[src/rtl/nme_pkg.sv]
// nme_pkg: shared types, constants and helper functions of the numeric mask editor
// used by nme_ctrl, nme_dp and numeric_mask_editor_top; depends on nothing else
`timescale 1ns / 1ps
package nme_pkg;

    localparam int MAX_MASK_DEF = 16;
    localparam int WORK_COLS    = 12;
    localparam int BCD_DIGITS   = 10;
    localparam int BCD_W        = 4 * BCD_DIGITS;
    localparam int VALUE_W      = 32;
    localparam int CHAR_W       = 8;
    localparam int IN_TDATA_W   = 40;
    localparam int OUT_TDATA_W  = 8;
    // two magnitude bits go through the shift-add-3 converter per cycle
    localparam int CONV_STEPS   = VALUE_W / 2;
    localparam int CONV_CW      = $clog2(CONV_STEPS);
    localparam int COL_W        = $clog2(WORK_COLS);

    localparam logic [CHAR_W-1:0] CH_NINE  = 8'h39;
    localparam logic [CHAR_W-1:0] CH_ZED   = 8'h5A;
    localparam logic [CHAR_W-1:0] CH_DOT   = 8'h2E;
    localparam logic [CHAR_W-1:0] CH_COMMA = 8'h2C;
    localparam logic [CHAR_W-1:0] CH_SPACE = 8'h20;
    localparam logic [CHAR_W-1:0] CH_MINUS = 8'h2D;
    localparam logic [CHAR_W-1:0] CH_ZERO  = 8'h30;

    localparam logic CMD_LOAD   = 1'b0;
    localparam logic CMD_FORMAT = 1'b1;

    typedef enum logic [2:0] {
        ST_IDLE,
        ST_CONV,
        ST_COMPOSE,
        ST_PRE0,
        ST_PRE1,
        ST_WALK,
        ST_EPRE,
        ST_EMIT
    } nme_state_t;

    typedef struct packed {
        logic load;
        logic start;
        logic conv;
        logic compose;
        logic pre0;
        logic pre1;
        logic walk;
        logic epre;
        logic emit;
    } nme_cmd_t;

    typedef struct packed {
        logic conv_done;
        logic walk_done;
        logic emit_done;
        logic out_free;
        logic mask_empty;
    } nme_status_t;

    function automatic logic is_digit(input logic [CHAR_W-1:0] c);
        return (c >= CH_ZERO) && (c <= CH_NINE);
    endfunction

    // one shift-add-3 step: correct every digit, then shift in the next bit
    function automatic logic [BCD_W-1:0] dd_step(input logic [BCD_W-1:0] bcd, input logic b);
        logic [BCD_W-1:0] adj;
        adj = bcd;
        for (int d = 0; d < BCD_DIGITS; d++) begin
            if (adj[4*d +: 4] >= 4'd5) begin
                adj[4*d +: 4] = adj[4*d +: 4] + 4'd3;
            end
        end
        return {adj[BCD_W-2:0], b};
    endfunction

endpackage

[src/rtl/numeric_mask_editor_top.sv]
// Numeric mask editor: a load transfer (tuser 0) appends one mask character while the mask
// store is not full; a format transfer (tuser 1) converts the signed value by two-bit
// shift-add-3 binary-to-decimal conversion, lays out the 12-column string, primes the mask
// store read port, takes one edit step per mask character through the mask store and reads
// the result store out through the output register, which waits on back-pressure. A format
// on an empty mask produces no transfer. The last character of a field may wait in the
// output register while the next input transfer is taken. Depends on nme_pkg, nme_ctrl and nme_dp.
`timescale 1ns / 1ps
module numeric_mask_editor_top #(
    parameter int MAX_MASK = nme_pkg::MAX_MASK_DEF
) (
    input  logic                                clk,
    input  logic                                rst_n,
    input  logic                                s_tvalid,
    output logic                                s_tready,
    input  logic [nme_pkg::IN_TDATA_W-1:0]      s_tdata,   // mask_char[7:0], value[39:8]
    input  logic                                s_tuser,   // cmd
    output logic                                m_tvalid,
    input  logic                                m_tready,
    output logic [nme_pkg::OUT_TDATA_W-1:0]     m_tdata,   // out_char[7:0]
    output logic                                m_tlast
);
    import nme_pkg::*;

    nme_cmd_t    cmd;
    nme_status_t status;

    nme_ctrl u_ctrl (
        .clk      (clk),
        .rst_n    (rst_n),
        .in_valid (s_tvalid),
        .in_kind  (s_tuser),
        .in_ready (s_tready),
        .status   (status),
        .cmd      (cmd)
    );

    nme_dp #(
        .MAX_MASK (MAX_MASK)
    ) u_dp (
        .clk          (clk),
        .rst_n        (rst_n),
        .in_mask_char (s_tdata[CHAR_W-1:0]),
        .in_value     (s_tdata[CHAR_W +: VALUE_W]),
        .cmd          (cmd),
        .status       (status),
        .out_valid    (m_tvalid),
        .out_ready    (m_tready),
        .out_char     (m_tdata),
        .out_last     (m_tlast)
    );

endmodule

[src/rtl/nme_ctrl.sv]
// nme_ctrl: sequencing state machine of the numeric mask editor
// depends on nme_pkg; drives nme_dp through the command struct
`timescale 1ns / 1ps
module nme_ctrl (
    input  logic                 clk,
    input  logic                 rst_n,
    input  logic                 in_valid,
    input  logic                 in_kind,
    output logic                 in_ready,
    input  nme_pkg::nme_status_t status,
    output nme_pkg::nme_cmd_t    cmd
);
    import nme_pkg::*;

    nme_state_t state_reg;
    nme_state_t state_next;

    always_ff @(posedge clk or negedge rst_n)
    begin
        if (!rst_n)
        begin
            state_reg <= ST_IDLE;
        end
        else
        begin
            state_reg <= state_next;
        end
    end

    always_comb
    begin
        state_next = state_reg;
        cmd        = '0;
        in_ready   = 1'b0;
        case (state_reg)
            ST_IDLE:
            begin
                in_ready = 1'b1;
                if (in_valid)
                begin
                    if (in_kind == CMD_LOAD)
                    begin
                        cmd.load = 1'b1;
                    end
                    else if (!status.mask_empty)
                    begin
                        // a format with an empty mask gives nothing
                        cmd.start  = 1'b1;
                        state_next = ST_CONV;
                    end
                end
            end
            ST_CONV:
            begin
                cmd.conv = 1'b1;
                if (status.conv_done)
                begin
                    state_next = ST_COMPOSE;
                end
            end
            ST_COMPOSE:
            begin
                cmd.compose = 1'b1;
                state_next  = ST_PRE0;
            end
            ST_PRE0:
            begin
                cmd.pre0   = 1'b1;
                state_next = ST_PRE1;
            end
            ST_PRE1:
            begin
                cmd.pre1   = 1'b1;
                state_next = ST_WALK;
            end
            ST_WALK:
            begin
                cmd.walk = 1'b1;
                if (status.walk_done)
                begin
                    state_next = ST_EPRE;
                end
            end
            ST_EPRE:
            begin
                cmd.epre   = 1'b1;
                state_next = ST_EMIT;
            end
            ST_EMIT:
            begin
                cmd.emit = 1'b1;
                if (status.out_free && status.emit_done)
                begin
                    state_next = ST_IDLE;
                end
            end
            default:
            begin
                state_next = ST_IDLE;
            end
        endcase
    end

endmodule

[src/rtl/nme_dp.sv]
// nme_dp: datapath of the numeric mask editor: mask store, decimal converter,
// edit walker, result store and output register; depends on nme_pkg
`timescale 1ns / 1ps
module nme_dp #(
    parameter int MAX_MASK = nme_pkg::MAX_MASK_DEF
) (
    input  logic                             clk,
    input  logic                             rst_n,
    input  logic [nme_pkg::CHAR_W-1:0]       in_mask_char,
    input  logic signed [nme_pkg::VALUE_W-1:0] in_value,
    input  nme_pkg::nme_cmd_t                cmd,
    output nme_pkg::nme_status_t             status,
    output logic                             out_valid,
    input  logic                             out_ready,
    output logic [nme_pkg::CHAR_W-1:0]       out_char,
    output logic                             out_last
);
    import nme_pkg::*;

    localparam int AW = (MAX_MASK > 1) ? $clog2(MAX_MASK) : 1;
    localparam int CW = $clog2(MAX_MASK + 1);
    localparam logic [CW-1:0] MASK_FULL = CW'(MAX_MASK);
    localparam logic [AW-1:0] ONE_A = AW'(1);
    localparam logic [AW-1:0] TWO_A = AW'(2);
    localparam logic [COL_W-1:0] RP_START = COL_W'(WORK_COLS - 1);

    logic [CHAR_W-1:0] mask_mem [MAX_MASK];
    logic [CHAR_W-1:0] res_mem [MAX_MASK];

    logic [CW-1:0]      mask_count_reg;
    logic               out_valid_reg;
    logic [CHAR_W-1:0]  out_char_reg;
    logic               out_last_reg;

    logic               neg_reg;
    logic [VALUE_W-1:0] mag_reg;
    logic [BCD_W-1:0]   bcd_reg;
    logic [CONV_CW-1:0] conv_cnt_reg;
    logic [CHAR_W-1:0]  work_reg [WORK_COLS];
    logic [CHAR_W-1:0]  work_next [WORK_COLS];
    logic [COL_W-1:0]   rp_reg;
    logic [COL_W-1:0]   rp_next;
    logic [AW-1:0]      idx_reg;
    logic [AW-1:0]      last_reg;
    logic [AW-1:0]      ptr_reg;
    logic [CHAR_W-1:0]  cur_reg;
    logic [CHAR_W-1:0]  mrd_reg;
    logic [CHAR_W-1:0]  rrd_reg;
    logic               prev_digit_reg;

    logic [CW-1:0]      count_m1;
    logic               mrd_en;
    logic [AW-1:0]      mrd_addr;
    logic               rrd_en;
    logic [AW-1:0]      rrd_addr;
    logic               out_load;
    logic [3:0]         ndig;
    logic [BCD_W+7:0]   bcd_ext;
    logic [CHAR_W-1:0]  s_char;
    logic [CHAR_W-1:0]  res_next;
    logic               left_nine;

    assign count_m1 = mask_count_reg - CW'(1);
    assign out_load = cmd.emit && status.out_free;

    assign status.conv_done  = (conv_cnt_reg == CONV_CW'(CONV_STEPS - 1));
    assign status.walk_done  = (idx_reg == '0);
    assign status.emit_done  = (ptr_reg == last_reg);
    assign status.out_free   = !out_valid_reg || out_ready;
    assign status.mask_empty = (mask_count_reg == '0);

    assign out_valid = out_valid_reg;
    assign out_char  = out_char_reg;
    assign out_last  = out_last_reg;

    // mask store read port: one entry ahead of the walk for the comma look-left
    always_comb
    begin
        mrd_en   = 1'b0;
        mrd_addr = idx_reg;
        if (cmd.pre0)
        begin
            mrd_en   = 1'b1;
            mrd_addr = count_m1[AW-1:0];
        end
        else if (cmd.pre1)
        begin
            mrd_en   = (idx_reg != '0);
            mrd_addr = idx_reg - ONE_A;
        end
        else if (cmd.walk)
        begin
            mrd_en   = (idx_reg > ONE_A);
            mrd_addr = idx_reg - TWO_A;
        end
    end

    always_comb
    begin
        rrd_en   = 1'b0;
        rrd_addr = ptr_reg + ONE_A;
        if (cmd.epre)
        begin
            rrd_en   = 1'b1;
            rrd_addr = '0;
        end
        else if (out_load && !status.emit_done)
        begin
            rrd_en = 1'b1;
        end
    end

    always_ff @(posedge clk)
    begin
        if (cmd.load && (mask_count_reg < MASK_FULL))
        begin
            mask_mem[mask_count_reg[AW-1:0]] <= in_mask_char;
        end
        if (mrd_en)
        begin
            mrd_reg <= mask_mem[mrd_addr];
        end
    end

    always_ff @(posedge clk)
    begin
        if (cmd.walk)
        begin
            res_mem[idx_reg] <= res_next;
        end
        if (rrd_en)
        begin
            rrd_reg <= res_mem[rrd_addr];
        end
    end

    // right-aligned decimal string: digits, then '-' if negative, spaces left of it
    always_comb
    begin
        bcd_ext = {8'd0, bcd_reg};
        ndig    = 4'd1;
        for (int j = 0; j < BCD_DIGITS; j++)
        begin
            if (bcd_reg[4*j +: 4] != 4'd0)
            begin
                ndig = 4'(j + 1);
            end
        end
        for (int c = 0; c < WORK_COLS; c++)
        begin
            work_next[c] = CH_SPACE;
            if ((WORK_COLS - 1 - c) < int'(ndig))
            begin
                work_next[c] = CH_ZERO + {4'd0, bcd_ext[4*(WORK_COLS-1-c) +: 4]};
            end
            else if (neg_reg && ((WORK_COLS - 1 - c) == int'(ndig)))
            begin
                work_next[c] = CH_MINUS;
            end
        end
    end

    // one edit step for mask position idx_reg
    always_comb
    begin
        s_char    = work_reg[rp_reg];
        left_nine = (idx_reg != '0) && (mrd_reg == CH_NINE);
        rp_next   = rp_reg;
        case (cur_reg)
            CH_NINE:
            begin
                if ((s_char == CH_SPACE) || (s_char == CH_MINUS))
                begin
                    res_next = CH_ZERO;
                end
                else
                begin
                    res_next = s_char;
                    if (rp_reg != '0)
                    begin
                        rp_next = rp_reg - COL_W'(1);
                    end
                end
            end
            CH_ZED:
            begin
                if (s_char == CH_SPACE)
                begin
                    res_next = CH_SPACE;
                end
                else
                begin
                    res_next = s_char;
                    if (rp_reg != '0)
                    begin
                        rp_next = rp_reg - COL_W'(1);
                    end
                end
            end
            CH_DOT:
            begin
                res_next = CH_DOT;
            end
            CH_COMMA:
            begin
                res_next = CH_SPACE;
                if (prev_digit_reg && ((s_char != CH_SPACE) || left_nine))
                begin
                    res_next = CH_COMMA;
                end
            end
            default:
            begin
                res_next = cur_reg;
            end
        endcase
    end

    always_ff @(posedge clk or negedge rst_n)
    begin
        if (!rst_n)
        begin
            mask_count_reg <= '0;
            out_valid_reg  <= 1'b0;
        end
        else
        begin
            if (cmd.load && (mask_count_reg < MASK_FULL))
            begin
                mask_count_reg <= mask_count_reg + CW'(1);
            end
            else if (cmd.walk && status.walk_done)
            begin
                mask_count_reg <= '0;
            end
            if (out_load)
            begin
                out_valid_reg <= 1'b1;
            end
            else if (out_ready)
            begin
                out_valid_reg <= 1'b0;
            end
        end
    end

    always_ff @(posedge clk)
    begin
        if (cmd.start)
        begin
            neg_reg      <= in_value[VALUE_W-1];
            mag_reg      <= in_value[VALUE_W-1] ? (~in_value + VALUE_W'(1)) : in_value;
            bcd_reg      <= '0;
            conv_cnt_reg <= '0;
        end
        if (cmd.conv)
        begin
            bcd_reg      <= dd_step(dd_step(bcd_reg, mag_reg[VALUE_W-1]), mag_reg[VALUE_W-2]);
            mag_reg      <= {mag_reg[VALUE_W-3:0], 2'b00};
            conv_cnt_reg <= conv_cnt_reg + CONV_CW'(1);
        end
        if (cmd.compose)
        begin
            work_reg <= work_next;
            rp_reg   <= RP_START;
        end
        if (cmd.pre0)
        begin
            idx_reg  <= count_m1[AW-1:0];
            last_reg <= count_m1[AW-1:0];
        end
        if (cmd.pre1)
        begin
            cur_reg        <= mrd_reg;
            prev_digit_reg <= 1'b0;
        end
        if (cmd.walk)
        begin
            cur_reg        <= mrd_reg;
            prev_digit_reg <= is_digit(res_next);
            rp_reg         <= rp_next;
            idx_reg        <= idx_reg - ONE_A;
        end
        if (cmd.epre)
        begin
            ptr_reg <= '0;
        end
        if (out_load)
        begin
            out_char_reg <= rrd_reg;
            out_last_reg <= status.emit_done;
            ptr_reg      <= ptr_reg + ONE_A;
        end
    end

`ifndef ASSERT_OFF
    a_count_bound: assert property (@(posedge clk) disable iff (!rst_n)
        mask_count_reg <= MASK_FULL)
        else $error("mask count beyond store depth");

    a_mask_cleared: assert property (@(posedge clk) disable iff (!rst_n)
        (cmd.walk && status.walk_done) |=> (mask_count_reg == '0))
        else $error("mask store not emptied after walk");

    a_last_marked: assert property (@(posedge clk) disable iff (!rst_n)
        (out_load && status.emit_done) |=> (out_valid_reg && out_last_reg))
        else $error("final character not flagged last");

    a_no_load_busy: assert property (@(posedge clk) disable iff (!rst_n)
        (cmd.load) |-> !(cmd.walk || cmd.emit || cmd.conv))
        else $error("mask load during format");
`endif

endmodule
[config.mk]
export PLATFORM = sky130hd
export DESIGN_NAME = numeric_mask_editor_top
export DESIGN_NICKNAME = d
export VERILOG_FILES = /design/src/rtl/nme_pkg.sv /design/src/rtl/numeric_mask_editor_top.sv /design/src/rtl/nme_ctrl.sv /design/src/rtl/nme_dp.sv
export SDC_FILE = /design/constraint.sdc
export NUM_CORES = 1
export LEC_CHECK = 0
export ABC_AREA = 1
export BUFFER_PORTS_ARGS = -buffer_cell sky130_fd_sc_hd__buf_2
export CAP_MARGIN = 20
export CORE_MARGIN = 2
export CORE_UTILIZATION = 40
export CTS_CLUSTER_DIAMETER = 40
export CTS_CLUSTER_SIZE = 16
export DETAILED_ROUTE_END_ITERATION = 16
export RECOVER_POWER = 50
export SYNTH_ARGS = -nofsm -noshare
export SYNTH_HDL_FRONTEND = slang
export SYNTH_SLANG_ARGS = --single-unit
export TNS_END_PERCENT = 5
[constraint.sdc]
create_clock -name clk -period 4.12 [get_ports clk]
set_input_delay 0.824 -clock clk [delete_from_list [all_inputs] [get_ports clk]]
set_output_delay 0.824 -clock clk [all_outputs]
set_load 0.02 [all_outputs]
# Yosys cells after proc, flatten, opt, wreduce, memory -nomap -nowiden
# Memories as Yosys holds them, arrays and structs flattened. A register that Yosys moved wholly into a read port is not among the register bits.
# Cells that the tools add are included.
# Widths: inputs -> output; s select.
[classes]
n_reduce_logical = 49
magnitude_cmp = 37
n_eq_ne = 37
n_mux = 126
add_sub_neg = 38
n_bitwise = 2
[op_table]
columns = ["cell", "n"]
rows = [
  ["$mux 4", 58],
  ["$mux 8", 16],
  ["$mux 32", 3],
  ["$ge 4x3->1 const B", 20],
  ["$mux 40", 2],
  ["$add 4x2->4 const B", 18],
  ["$add 6x4->7 const A", 10],
  ["$eq 8x6->1 const B", 6],
  ["$reduce_bool 4->1", 11],
  ["$mux 3", 13],
  ["$add 32x2->32 const B", 1],
  ["$bmux 8 s4", 1],
  ["$eq 4x4->1 const A", 8],
  ["$not 32->32", 1],
  ["$pmux 8 s4", 1],
  ["$mux 1", 24],
  ["$pmux 3 s8", 1],
  ["$logic_and 1x1->1", 20],
  ["$lt 3x4->1 const A", 4],
  ["$lt 4x4->1 const A", 4],
  ["$reduce_bool 2->1", 7],
  ["$eq 3x3->1 const B", 4],
  ["$sub 4x1->4 const B", 3],
  ["$mux 5", 2],
  ["other kinds (32)", 51],
]
[word_totals]
mem_count = 2
mem_bits_rw = 256
output_inout_bits = 11
input_bits = 45
ff_bits = 216
elab_cells = 319
[memory_table]
columns = ["name", "words", "width", "rd", "rd_ports_with_merged_regs", "write_ports", "line", "text"]
rows = [
  ["u_dp.mask_mem", 16, 8, 1, 1, 1, "nme_dp.sv:27", "logic [CHAR_W-1:0] mask_mem [MAX_MASK];"],
  ["u_dp.res_mem", 16, 8, 1, 1, 1, "nme_dp.sv:28", "logic [CHAR_W-1:0] res_mem [MAX_MASK];"],
]

# Depth between registers and ports, before layout
# Gate-level depths: netlist of run 1.
[logic_depth]
word_depth = 14
depth_mapped = 19
mapped_depth_nobuf = 17

# Modules after synthesis
# From an unflattened synthesis of run 1, not the netlist that was laid out.
[hier_totals]
cells_unflattened = 2046
area_unflattened_um2 = 21444.3
[modules_own_cells]
columns = ["mod", "cells_per_inst", "instances", "area_each_um2", "seq_area_each_um2"]
rows = [
  ["nme_dp", 1982, 1, 21045.2, 13252.7],
  ["nme_ctrl", 64, 1, 399.1, 75.1],
]

# Worst setup path before layout of run 1
# No wires, ideal clock.
[synth_timing]
path_type = "reg2reg"
start = "reg u_ctrl.state_reg[2]"
end = "reg u_dp.bcd_reg[0] (enable)"
path_slack_ps = 324
arrival_time_ps = 3362
path_stages_with_launch = 6
synth_period_minus_slack_ps = 3796
path_buffers = 2
t_required_ps = 3686
setup_time_ps = 434
cell_sequence = "dfrtp_1 buf_4 nor3_1 nand4_1 clkbuf_1 nand2_1"
[synth_via]
elab_chain_len = 3
word_cells_on_any_way = 5
classes_between = "1 x eq/ne; 2 x mux; 2 x reduce/logical"
[synth_lines]
columns = ["item", "line", "text"]
rows = [
  ["from (decl)", "nme_ctrl.sv:15", "nme_state_t state_reg;"],
  ["from (signal assigned)", "nme_ctrl.sv:26", "state_reg <= state_next;"],
  ["$eq 3x1->1 or $logic_not 3->1 (tied branches)", "nme_ctrl.sv:35", "case (state_reg)"],
  ["$mux 1 or $mux 2 (tied branches)", "nme_ctrl.sv:35", ""],
  ["$reduce_bool 2->1 (no source line) *", "-", ""],
  ["to (signal assigned)", "nme_dp.sv:258", "bcd_reg <= dd_step(dd_step(bcd_reg, mag_reg[VALUE_W-1]), mag_reg[VALUE_W-2]);"],
  ["to (decl)", "nme_dp.sv:37", "logic [BCD_W-1:0] bcd_reg;"],
]
# Every way passes the cells marked *; elsewhere a longest branch is shown, timed or not.
# A chain may end at the register's enable or synchronous reset.

# Worst setup path after layout of run 1
[layout_timing]
start = "reg u_dp.ptr_reg[0]"
end = "reg u_dp.rrd_reg[0] (read register of u_dp.res_mem), data pin"
[layout_via]
elab_chain_len = 5
word_cells_on_any_way = 7
classes_between = "1 x add/sub; 1 x eq/ne; 3 x mux; 2 x reduce/logical"
[layout_lines]
columns = ["item", "line", "text"]
rows = [
  ["from (decl)", "nme_dp.sv:45", "logic [AW-1:0] ptr_reg;"],
  ["from (signal assigned)", "nme_dp.sv:292", "ptr_reg <= ptr_reg + ONE_A;"],
  ["$eq 4x4->1", "nme_dp.sv:68", "assign status.emit_done = (ptr_reg == last_reg);"],
  ["$logic_not 1->1", "nme_dp.sv:107", "else if (out_load && !status.emit_done)"],
  ["$logic_and 1x1->1", "nme_dp.sv:107", ""],
  ["$mux 1", "nme_dp.sv:107", ""],
  ["$mux 1", "nme_dp.sv:102", "if (cmd.epre)"],
  ["to (decl)", "nme_dp.sv:48", "logic [CHAR_W-1:0] rrd_reg;"],
]
# Parallel ways exist; a longest one is shown, timed or not.

==> results of run 1 <==
final timing paths:
path,to,slack [ns],cells after the start
min in group clk,u_dp.out_char[6]$_DFFE_PP_,0.43,0
setup / recovery,u_dp.rrd_reg[0]$_DFFE_PP_,0.66,8
setup reg to reg,u_dp.rrd_reg[0]$_DFFE_PP_,0.66,8
hold reg to reg,u_dp.out_char[6]$_DFFE_PP_,0.43,0
hold / removal,u_dp.mask_count_reg[2]$_DFFE_PN0P_,0.16,1
max in group asynchronous,u_dp.mask_count_reg[3]$_DFFE_PN0P_,3.61,1
layer usage:
metal | vias to the layer above | track usage, %
met5 | - | 0
met4 | 0 | 6.56
met3 | 82 | 3.06
met2 | 354 | 28.3
met1 | 7096 | 23.4
li1 | 7370 | -
power by group through the flow:
stage / clock (mW) / sequential [mW] / combinational [mW]
6_report: 6.08 / 6.95 / 7.59
5_1_grt: 6.39 / 7.05 / 8.65
4_1_cts: 6.18 / 6.96 / 7.64
3_5_place_dp: 0 / 7.05 / 7.59
3_3_place_gp: 0 / 7.03 / 7.34
2_1_floorplan: 0 / 6.87 / 5.58
cell type report:
cell class / count / area share [%]
sequential: 446 / 53.8
multi-input combinational: 1316 / 27.4
clock buffer: 75 / 7.14
inverter: 237 / 3.60
tap: 688 / 3.47
clock inverter: 50 / 2.78
timing repair buffer: 80 / 1.78
worst max-delay path, stage by stage, from the launching register on:
cell and delay (ns):
edfxtp_1 0.49, ha_1 0.28, xnor2_2 0.15, clkbuf_1 0.98
nor2_1 0.45, inv_1 0.43, o221ai_1 0.22, o211ai_1 0.14
nand2_1 0.07
layout by cell type, fill, tap and decap left out, types with 19 or more instances in the layout:
cell,instances
ha_1,58
clkbuf_16,70
edfxtp_1,435
nor2_1,216
buf_2,35
a211oi_1,20
nand2_1,396
clkbuf_1,33
xor2_1,26
o22ai_1,19
inv_1,227
a21oi_1,83
o21ai_1,38
o221ai_1,25
nor3_1,27
nand3_1,140
o21ai_0,180
cells by family (layout without fill, tap and decap cells):
group | Yosys count | after routing
adders and majority gates | 58 | 58
other | 2 | 4
and+or+nand+nor | 811 | 811
AOI/OAI and AO/OA | 408 | 408
muxes | 1 | 1
DFF | 446 | 446
buffers and inverters | 314 | 442
xor gates and xnor gates | 34 | 34
stage by stage:
step / std cells / hold slack (ns) / setup slack, ns
2_1_floorplan: 2076 / 0.400 / 0.324
3_3_place_gp: 2765 / 0.417 / 1.05
3_5_place_dp: 2765 / 0.416 / 0.946
4_1_cts: 2890 / 0.0379 / 0.937
5_1_grt: 2892 / 0.191 / 0.380
6_report: 2892 / 0.161 / 0.658
==> flow_summary.json, run 1 <==
{
  "hold_viol_final": 0,
  "placed_cell_area_sq_um": 22400,
  "violations": "capacitance limit",
  "setup_viol": 0,
  "clkPwrFrac_pct": 29.5,
  "h-tree-depth": 3,
  "synth-edff-count": 435,
  "ctsResizeCount": 0,
  "seq_area_sq_um": 13300,
  "cts_buffer_depth": 3,
  "synth_ff_type": "edfxtp_1",
  "m1WireLength_um": 22000,
  "start_util_pct": 40.6,
  "grt_max_degree": 65,
  "multi_input_area_sq_um": 6800,
  "syn_to_final_growth_pct": 15.9,
  "crit_path_max_fanout": 27,
  "cp-startpoint": "u_dp.ptr_reg[0]$_SDFFCE_PN0P_",
  "p_per_area_nw_per_um2": 832,
  "synth_most_common_cell": "edfxtp_1",
  "cts-root-buf": "clkbuf_16",
  "required_ns": 4.47,
  "fin_crit_sh_pct": 84.0,
  "numCtsBuffers": 68,
  "grt_remaining_overflow": 0,
  "post_cts_buffers": 0,
  "routed.top_layer": "met4",
  "io_buffer_count": 55,
  "synth_area_sq_um": 21400,
  "cp_data_arrival_time_ns": 3.82,
  "slew_headroom_pct": 1.57,
  "avgViaCountPerCell": 5.15,
  "netlist-cell-type-count": 55,
  "dpl.hpwl_um": 31600,
  "rsz0062_at_grt": "no",
  "wirelength_um": 48600,
  "netlist_top_cells_count": "edfxtp_1, nand2_1, inv_1",
  "gp_congestion": 0.839,
  "synth-compound-area-share_pct": 11.1,
  "synth_xor_area_share_pct": 1.39,
  "tritoncts": "built",
  "first_iter_violations": 1219,
  "rows": 84,
  "grt_pass1_wl_um": 77600,
  "synth_area_leaders": "edfxtp_1, nand2_1, o21ai_0",
  "critical_path_class": "register to register",
  "synth_area_per_cell_sq_um": 10.3,
  "wl_met2_um": 23000,
  "n_antenna_cell": 0,
  "dr_wl_met3_um": 2500,
  "path_clk_slew_ns": 0.06,
  "synth_top_family_by_area": "simple AND/OR/NAND/NOR gates",
  "yosysSeqAreaShare_pct": 62.4,
  "synthAdderAreaFrac_pct": 3.39,
  "worstSkewPairLatency_ns": 0.61,
  "min-delay-path-class": "input pin to async pin",
  "numClockSinks": 446,
  "vdd_drop_max_v": 0.000677,
  "die-area_sq_um": 55300,
  "status": "finished with violations",
  "die_w_um": 235,
  "cp-end-kind": "register",
  "ys_ff_latch": 446,
  "num_vias": 14900,
  "fmax_mhz": 289,
  "fp.coreArea_sq_um": 52700,
  "finalSetupTns_ns": 0,
  "yosysTopAreaCell": "edfxtp_1",
  "synth_top_area_share_pct": 61.1,
  "final_core_util_pct": 47.1,
  "design_power_total_mw": 20.6,
  "p_seq_share_pct": 33.7,
  "yosys.area_share.simple_pct": 15.8,
  "hold_buffers": 0,
  "p_sw_share_pct": 39.2,
  "die-height_um": 235,
  "drv_cap": 1,
  "synthMuxAreaShare_pct": 0.0468,
  "wl_per_cell_um": 16.8,
  "finalCriticalPeriod_ns": 3.46,
  "grt_antenna_before_repair": 0,
  "worst_pin_slew_ns": 1.47,
  "drive_gt1_share_pct": 8.80,
  "p_comb_share_pct": 36.8,
  "finalNetCount": 2252,
  "drtAntennaViolNets": 0,
  "timing.rr.start": "u_dp.ptr_reg[0]$_SDFFCE_PN0P_",
  "start_kind": "register",
  "p_leak_nw": 9.46,
  "drcViolationCount": 0,
  "n_fill_cell": 4698,
  "grtUsageTotal_pct": 17.4,
  "postLayoutCellArea_sq_um": 24800,
  "syn_inst": 2074,
  "skew_ns": 0.0378,
  "p_sw_mw": 8.08,
  "io_pins": 56,
  "intPower_mw": 12.5,
  "slew_viol_final": 0,
  "async_flop_share_pct": 2.02,
  "first_pass_iters": 5,
  "ys.warnings.count": 0,
  "grt_pass1_vias": 14500
}
Note: power is estimated with default switching activity, not from simulation.
==> inputs of run 2 (changes only) <==
==> constraint.sdc (replaced) <==
create_clock -name clk -period 3.27 [get_ports clk]
set_input_delay 0.654 -clock clk [delete_from_list [all_inputs] [get_ports clk]]
set_output_delay 0.654 -clock clk [all_outputs]
set_load 0.02 [all_outputs]
==> run 2 against run 1 <==
Net effect: the run now ends clean; clock-buffer cell count increased by 1; die area is the same; clock skew is 0.0047 ns lower; register-to-register slack worse by 0.32 ns; non-clock buffer count grew 39; global-route usage increased by 0.16 points; cell count up 1.5%; critical endpoint is now u_dp.work_reg[48]$_DFFE_PP_; setup slack got worse by 0.32 ns; maximum frequency rose by 18%.
==> flow_summary.json, run 2 (synthesized netlist as in run 1, its figures left out) <==
{
  "status": "finished, final reports clean",
  "io_buffer_count": 55,
  "final_core_util_pct": 47.7,
  "post_cts_buffers": 0,
  "min-delay-start": "m_tready",
  "rr_worst_depth": 11,
  "finalNetCount": 2294,
  "rsz0062_at_grt": "no",
  "wirelength_um": 48800,
  "stdcell_count": 2934,
  "numCtsBuffers": 71,
  "critical_path_class": "register to register",
  "tritoncts": "built",
  "grt_antenna_before_repair": 1,
  "ff2ff_setup_slack_ns": 0.34,
  "whs_path_depth": 4,
  "timing.rr.start": "u_dp.bcd_reg[32]$_SDFFCE_PN0P_",
  "worstSkewPairLatency_ns": 0.60,
  "drtAntennaViolNets": 0,
  "min_to": "u_dp.out_valid$_DFFE_PN0P_",
  "wl_per_cell_um": 16.6,
  "numClockSinks": 446,
  "grt_pass1_vias": 15000,
  "num_vias": 15100,
  "grt_pass1_wl_um": 78700,
  "cp-end-kind": "register",
  "whs_ns": 0.332,
  "drive_gt1_share_pct": 10.1,
  "cp_data_arrival_time_ns": 3.25,
  "hold_viol_final": 0,
  "grt_remaining_overflow": 0,
  "syn_to_final_growth_pct": 17.4,
  "p_comb_share_pct": 37.6,
  "dpl.hpwl_um": 32200,
  "vdd_drop_max_v": 0.000749,
  "h-tree-depth": 3,
  "layout_commonest_cell": "edfxtp_1",
  "hold_buffers": 1,
  "start_util_pct": 40.6,
  "skew_ns": 0.0331,
  "pre_cts_ws_ns": 0.401,
  "die-area_sq_um": 55300,
  "die-height_um": 235,
  "p_sw_share_pct": 39.3,
  "slew_headroom_pct": 22.8,
  "avgViaCountPerCell": 5.14,
  "worst_pin_slew_ns": 1.16,
  "min-delay-path-class": "input pin to register",
  "design_power_total_mw": 26.3,
  "rows": 84,
  "ctsResizeCount": 0,
  "cts-root-buf": "clkbuf_16",
  "fp.coreArea_sq_um": 52700,
  "dp_cells": 2803,
  "drcViolationCount": 0,
  "start_kind": "register",
  "n_fill_cell": 4763,
  "p_leak_nw": 9.60,
  "fin_ws_ns": 0.341,
  "first_iter_violations": 1308,
  "fin_crit_sh_pct": 89.6,
  "cp_num_buf_inv": 4,
  "die_w_um": 235,
  "intPower_mw": 16.0,
  "p_per_area_nw_per_um2": 1050,
  "p_sw_mw": 10.3,
  "grtUsageTotal_pct": 17.6,
  "slew_viol_final": 0,
  "crit_path_max_fanout": 10,
  "path_common_cell": "inv_1",
  "drv_cap": 0,
  "cpPeakStageDelay_ns": 0.44,
  "gp_congestion": 0.834,
  "grt_max_degree": 65,
  "first_pass_iters": 8,
  "io_pins": 56,
  "cpMaxStageDelayCell": "edfxtp_1",
  "final_cell_mix": "edfxtp_1, nand2_1, inv_1",
  "fmax_mhz": 341,
  "setup_viol": 0,
  "clkPwrFrac_pct": 29.4,
  "p_seq_share_pct": 33.1,
  "required_ns": 3.59,
  "cp_top_family": "simple AND/OR/NAND/NOR gates",
  "r2r_end": "u_dp.work_reg[48]$_DFFE_PP_",
  "path_clk_slew_ns": 0.06,
  "finalCriticalPeriod_ns": 2.93,
  "crit_chain": "inv_1 > ha_1 > inv_1 > nor3_1 > nand2_1 > nor2_1 > clkinv_1 > nor2_2 > inv_1 > nand2_1 > o21ai_0",
  "cts_buffer_depth": 3
}
run 2: changes by cell type in the layout (fill, tap and decap cells not counted), sizes merged:
cell / before / now
buf: 52 / 73
clkbuf: 103 / 121
clkinvlp: 4 / 8
bufinv: 10 / 9
clkinv: 27 / 26
diode: 0 / 1
dlygate4sd3: 0 / 1
inv: 246 / 245
run 2: worst max path at each step:
stage / startpoint / to / slack [ns] / cells after the start
5_1_grt: u_ctrl.state_reg[0]$_DFFE_PN0P_ / u_dp.mrd_reg[5]$_DFFE_PP_ / 0.08 / 13
3_3_place_gp: u_dp.bcd_reg[32]$_SDFFCE_PN0P_ / u_dp.work_reg[48]$_DFFE_PP_ / 0.41 / 11
2_1_floorplan: u_ctrl.state_reg[1]$_DFFE_PN0P_ / u_dp.work_reg[0]$_DFFE_PP_ / -0.14 / 4
3_5_place_dp: u_dp.rp_reg[1]$_SDFFCE_PN1P_ / u_dp.res_mem[6][0]$_DFFE_PP_ / 0.40 / 11
4_1_cts: u_dp.rp_reg[1]$_SDFFCE_PN1P_ / u_dp.res_mem[3][0]$_DFFE_PP_ / 0.41 / 11
6_report: u_dp.bcd_reg[32]$_SDFFCE_PN0P_ / u_dp.work_reg[48]$_DFFE_PP_ / 0.34 / 11
run 2: final cells by class:
type,count,area (sq um),area share [%]
clock inverters,51,684,2.73
diodes,1,2.50,0.00997
inverters,237,892,3.55
well taps,688,861,3.43
multi-input cells,1316,6830,27.2
repair buffers,119,699,2.79
clock buffers,76,1810,7.19
flip-flops and latches,446,13300,53.1
run 2: routing by layer:
layer,share of wire (%),up-vias,routed length (um),track usage (%)
met2,48,367,23200,28.9
li1,-,7460,-,-
met1,45,7186,22100,23.6
met4,2.2,0,1100,6.56
met3,4.8,69,2330,2.80
met5,0,-,0,0
run 2: through the flow:
step	TNS, ns	area [sq um]
6_report	0	25100
2_1_floorplan	-7.57	21400
5_1_grt	0	25100
3_3_place_gp	0	22700
3_5_place_dp	0	22700
4_1_cts	0	25200
run 2: power by group through the flow:
stage	Sequential (mW)	Combinational (mW)	Clock, mW
2_1_floorplan	8.64	7.03	0
3_3_place_gp	8.77	9.59	0
3_5_place_dp	8.81	9.92	0
4_1_cts	8.70	9.98	7.86
5_1_grt	8.82	11.2	8.13
6_report	8.69	9.88	7.72
run 2: tightest hold or removal path: cells and delay by family:
family	cells	cell delay, ns
simple gates	2	0.09
buf+inv	2	0.15
==> inputs of run 3 (changes only) <==
--- a/config.mk
+++ b/config.mk
@@ -8,7 +8,6 @@
 export ABC_AREA = 1
 export BUFFER_PORTS_ARGS = -buffer_cell sky130_fd_sc_hd__buf_2
 export CAP_MARGIN = 20
-export CORE_MARGIN = 2
 export CORE_UTILIZATION = 40
 export CTS_CLUSTER_DIAMETER = 40
 export CTS_CLUSTER_SIZE = 16
==> run 3 against run 2 <==
Net effect: largest power group unchanged; the flow now finishes with violations (capacitance limit, slew limit); via count about the same; non-clock buffer count grew 2; sequential share of layout area grew 0.26 points; critical endpoint is now u_dp.res_mem[13][1]$_DFFE_PP_.
==> flow_summary.json, run 3 (synthesized netlist as in run 1, its figures left out) <==
{
  "io_pins": 56,
  "path_clk_slew_ns": 0.06,
  "clkPwrFrac_pct": 28.4,
  "crit_path_max_fanout": 11,
  "postLayoutCellArea_sq_um": 25000,
  "numCtsBuffers": 67,
  "first_pass_iters": 5,
  "vdd_drop_max_v": 0.000850,
  "p_per_area_nw_per_um2": 1040,
  "rsz0062_at_grt": "no",
  "grt_pass1_wl_um": 77400,
  "layout_commonest_cell": "edfxtp_1",
  "finalNetCount": 2292,
  "fin_ws_ns": 0.318,
  "cts-root-buf": "clkbuf_16",
  "drv_cap": 1,
  "n_fill_cell": 4759,
  "critical_path_class": "register to register",
  "p_sw_mw": 10.2,
  "gp_congestion": 0.842,
  "wl_per_cell_um": 16.5,
  "numClockSinks": 446,
  "hold_viol_final": 0,
  "required_ns": 3.47,
  "syn_to_final_growth_pct": 16.9,
  "intPower_mw": 15.7,
  "placed_cell_area_sq_um": 22700,
  "num_vias": 15100,
  "io_buffer_count": 55,
  "pre_cts_ws_ns": 0.394,
  "skew_ns": 0.0363,
  "setup_viol": 0,
  "tritoncts": "built",
  "n_antenna_cell": 0,
  "die-area_sq_um": 54400,
  "finalSetupTns_ns": 0,
  "violations": "capacitance limit, slew limit",
  "fmax_mhz": 339,
  "finalCriticalPeriod_ns": 2.95,
  "avgViaCountPerCell": 5.15,
  "first_iter_violations": 1024,
  "grt_remaining_overflow": 0,
  "multi_input_area_sq_um": 6820,
  "fp.coreArea_sq_um": 52700,
  "die_w_um": 233,
  "cts_buffer_depth": 3,
  "worst_pin_slew_ns": 2.06,
  "fin_crit_sh_pct": 90.3,
  "cp-end-kind": "register",
  "grtUsageTotal_pct": 18.1,
  "grt_max_degree": 65,
  "dpl.hpwl_um": 32100,
  "rows": 84,
  "final_cell_mix": "edfxtp_1, nand2_1, inv_1",
  "wirelength_um": 48200,
  "worstSkewPairLatency_ns": 0.60,
  "drive_gt1_share_pct": 10.2,
  "slew_viol_final": 23,
  "cp_data_arrival_time_ns": 3.15,
  "p_comb_share_pct": 38.1,
  "p_seq_share_pct": 33.5,
  "p_sw_share_pct": 39.5,
  "grt_antenna_before_repair": 0,
  "start_kind": "register",
  "seq_area_sq_um": 13300,
  "p_leak_nw": 9.59,
  "slew_headroom_pct": -37.6,
  "drcViolationCount": 0,
  "status": "finished with violations",
  "h-tree-depth": 3,
  "die-height_um": 233,
  "drtAntennaViolNets": 0,
  "grt_pass1_vias": 14700,
  "min-delay-path-class": "input pin to register",
  "start_util_pct": 40.6
}
[run 3: changes by cell type in the layout (fill, tap and decap cells not counted), moves of 2 or more]
| cell | before | now |
|---|---|---|
| clkinv_2 | 3 | 9 |
| bufinv_16 | 9 | 7 |
| inv_16 | 0 | 2 |
| nor2_1 | 214 | 216 |
| clkinv_4 | 10 | 2 |
| nor2_4 | 3 | 1 |
| clkinv_16 | 2 | 0 |
| clkbuf_1 | 49 | 39 |
| buf_4 | 32 | 43 |
[run 3: worst paths after layout]
kind / start / end / slack [ns] / cells after the start
setup / recovery: u_ctrl.state_reg[0]$_DFFE_PN0P_ / u_dp.res_mem[13][1]$_DFFE_PP_ / 0.32 / 8
hold / removal: m_tready / u_dp.out_valid$_DFFE_PN0P_ / 0.34 / 4
setup reg to reg: u_ctrl.state_reg[0]$_DFFE_PN0P_ / u_dp.res_mem[13][1]$_DFFE_PP_ / 0.32 / 8
hold reg to reg: u_dp.rrd_reg[6]$_DFFE_PP_ / u_dp.out_char[6]$_DFFE_PP_ / 0.42 / 0
max in group asynchronous: rst_n / u_dp.out_valid$_DFFE_PN0P_ / 2.39 / 2
min in group asynchronous: rst_n / u_ctrl.state_reg[1]$_DFFE_PN0P_ / 0.53 / 2
[run 3: layout make-up]
cell class              count  share of cell area (%)
flip-flops and latches    446                    53.4
clock buffers              72                    7.04
multi-input cells        1316                    27.3
repair buffers            121                    2.99
well taps                 688                    3.45
clock inverters            48                    2.31
inverters                 237                    3.57
[run 3: stage by stage]
stage	power, mW	cells	utilization [%]	hold WS (ns)
finish	25.9	2928	47.4	0.337
global route	27.8	2928	47.4	0.377
CTS	26.2	2927	47.6	0.316
detailed placement	18.7	2806	43.2	0.407
global placement	18.4	2806	43.2	0.404
floorplan	15.7	2076	-	0.358
[run 3: worst max-delay path, cell delays in order, from the launching register on]
cell	delay, ns
dfrtp_1	0.38
inv_1	0.08
nor2_1	0.17
nand2_1	0.30
inv_1	0.16
clkbuf_1	0.51
nand2_1	0.28
nor2_1	0.19
clkbuf_1	0.48
[run 3: power by group through the flow]
| stage | clock [mW] | sequential (mW) | combinational [mW] |
|---|---|---|---|
| floorplan | 0 | 8.64 | 7.03 |
| global placement | 0 | 8.76 | 9.61 |
| detailed placement | 0 | 8.80 | 9.93 |
| CTS | 7.50 | 8.69 | 10.0 |
| global route | 7.74 | 8.79 | 11.2 |
| finish | 7.36 | 8.68 | 9.86 |
[run 3: routing by layer]
metal,track usage [%],up-vias,wire length (um)
met4,6.35,0,1030
met2,29.8,356,22700
met1,24.2,7197,22000
met3,3.03,69,2440
met5,0,-,0
li1,-,7462,-
[run 3: repair_timing]
item / in CTS / in global routing
setup buffers: 0 / 0
gates resized for setup: 0 / 0
hold endpoints to repair: 9 / 0
hold buffers: 1 / 0
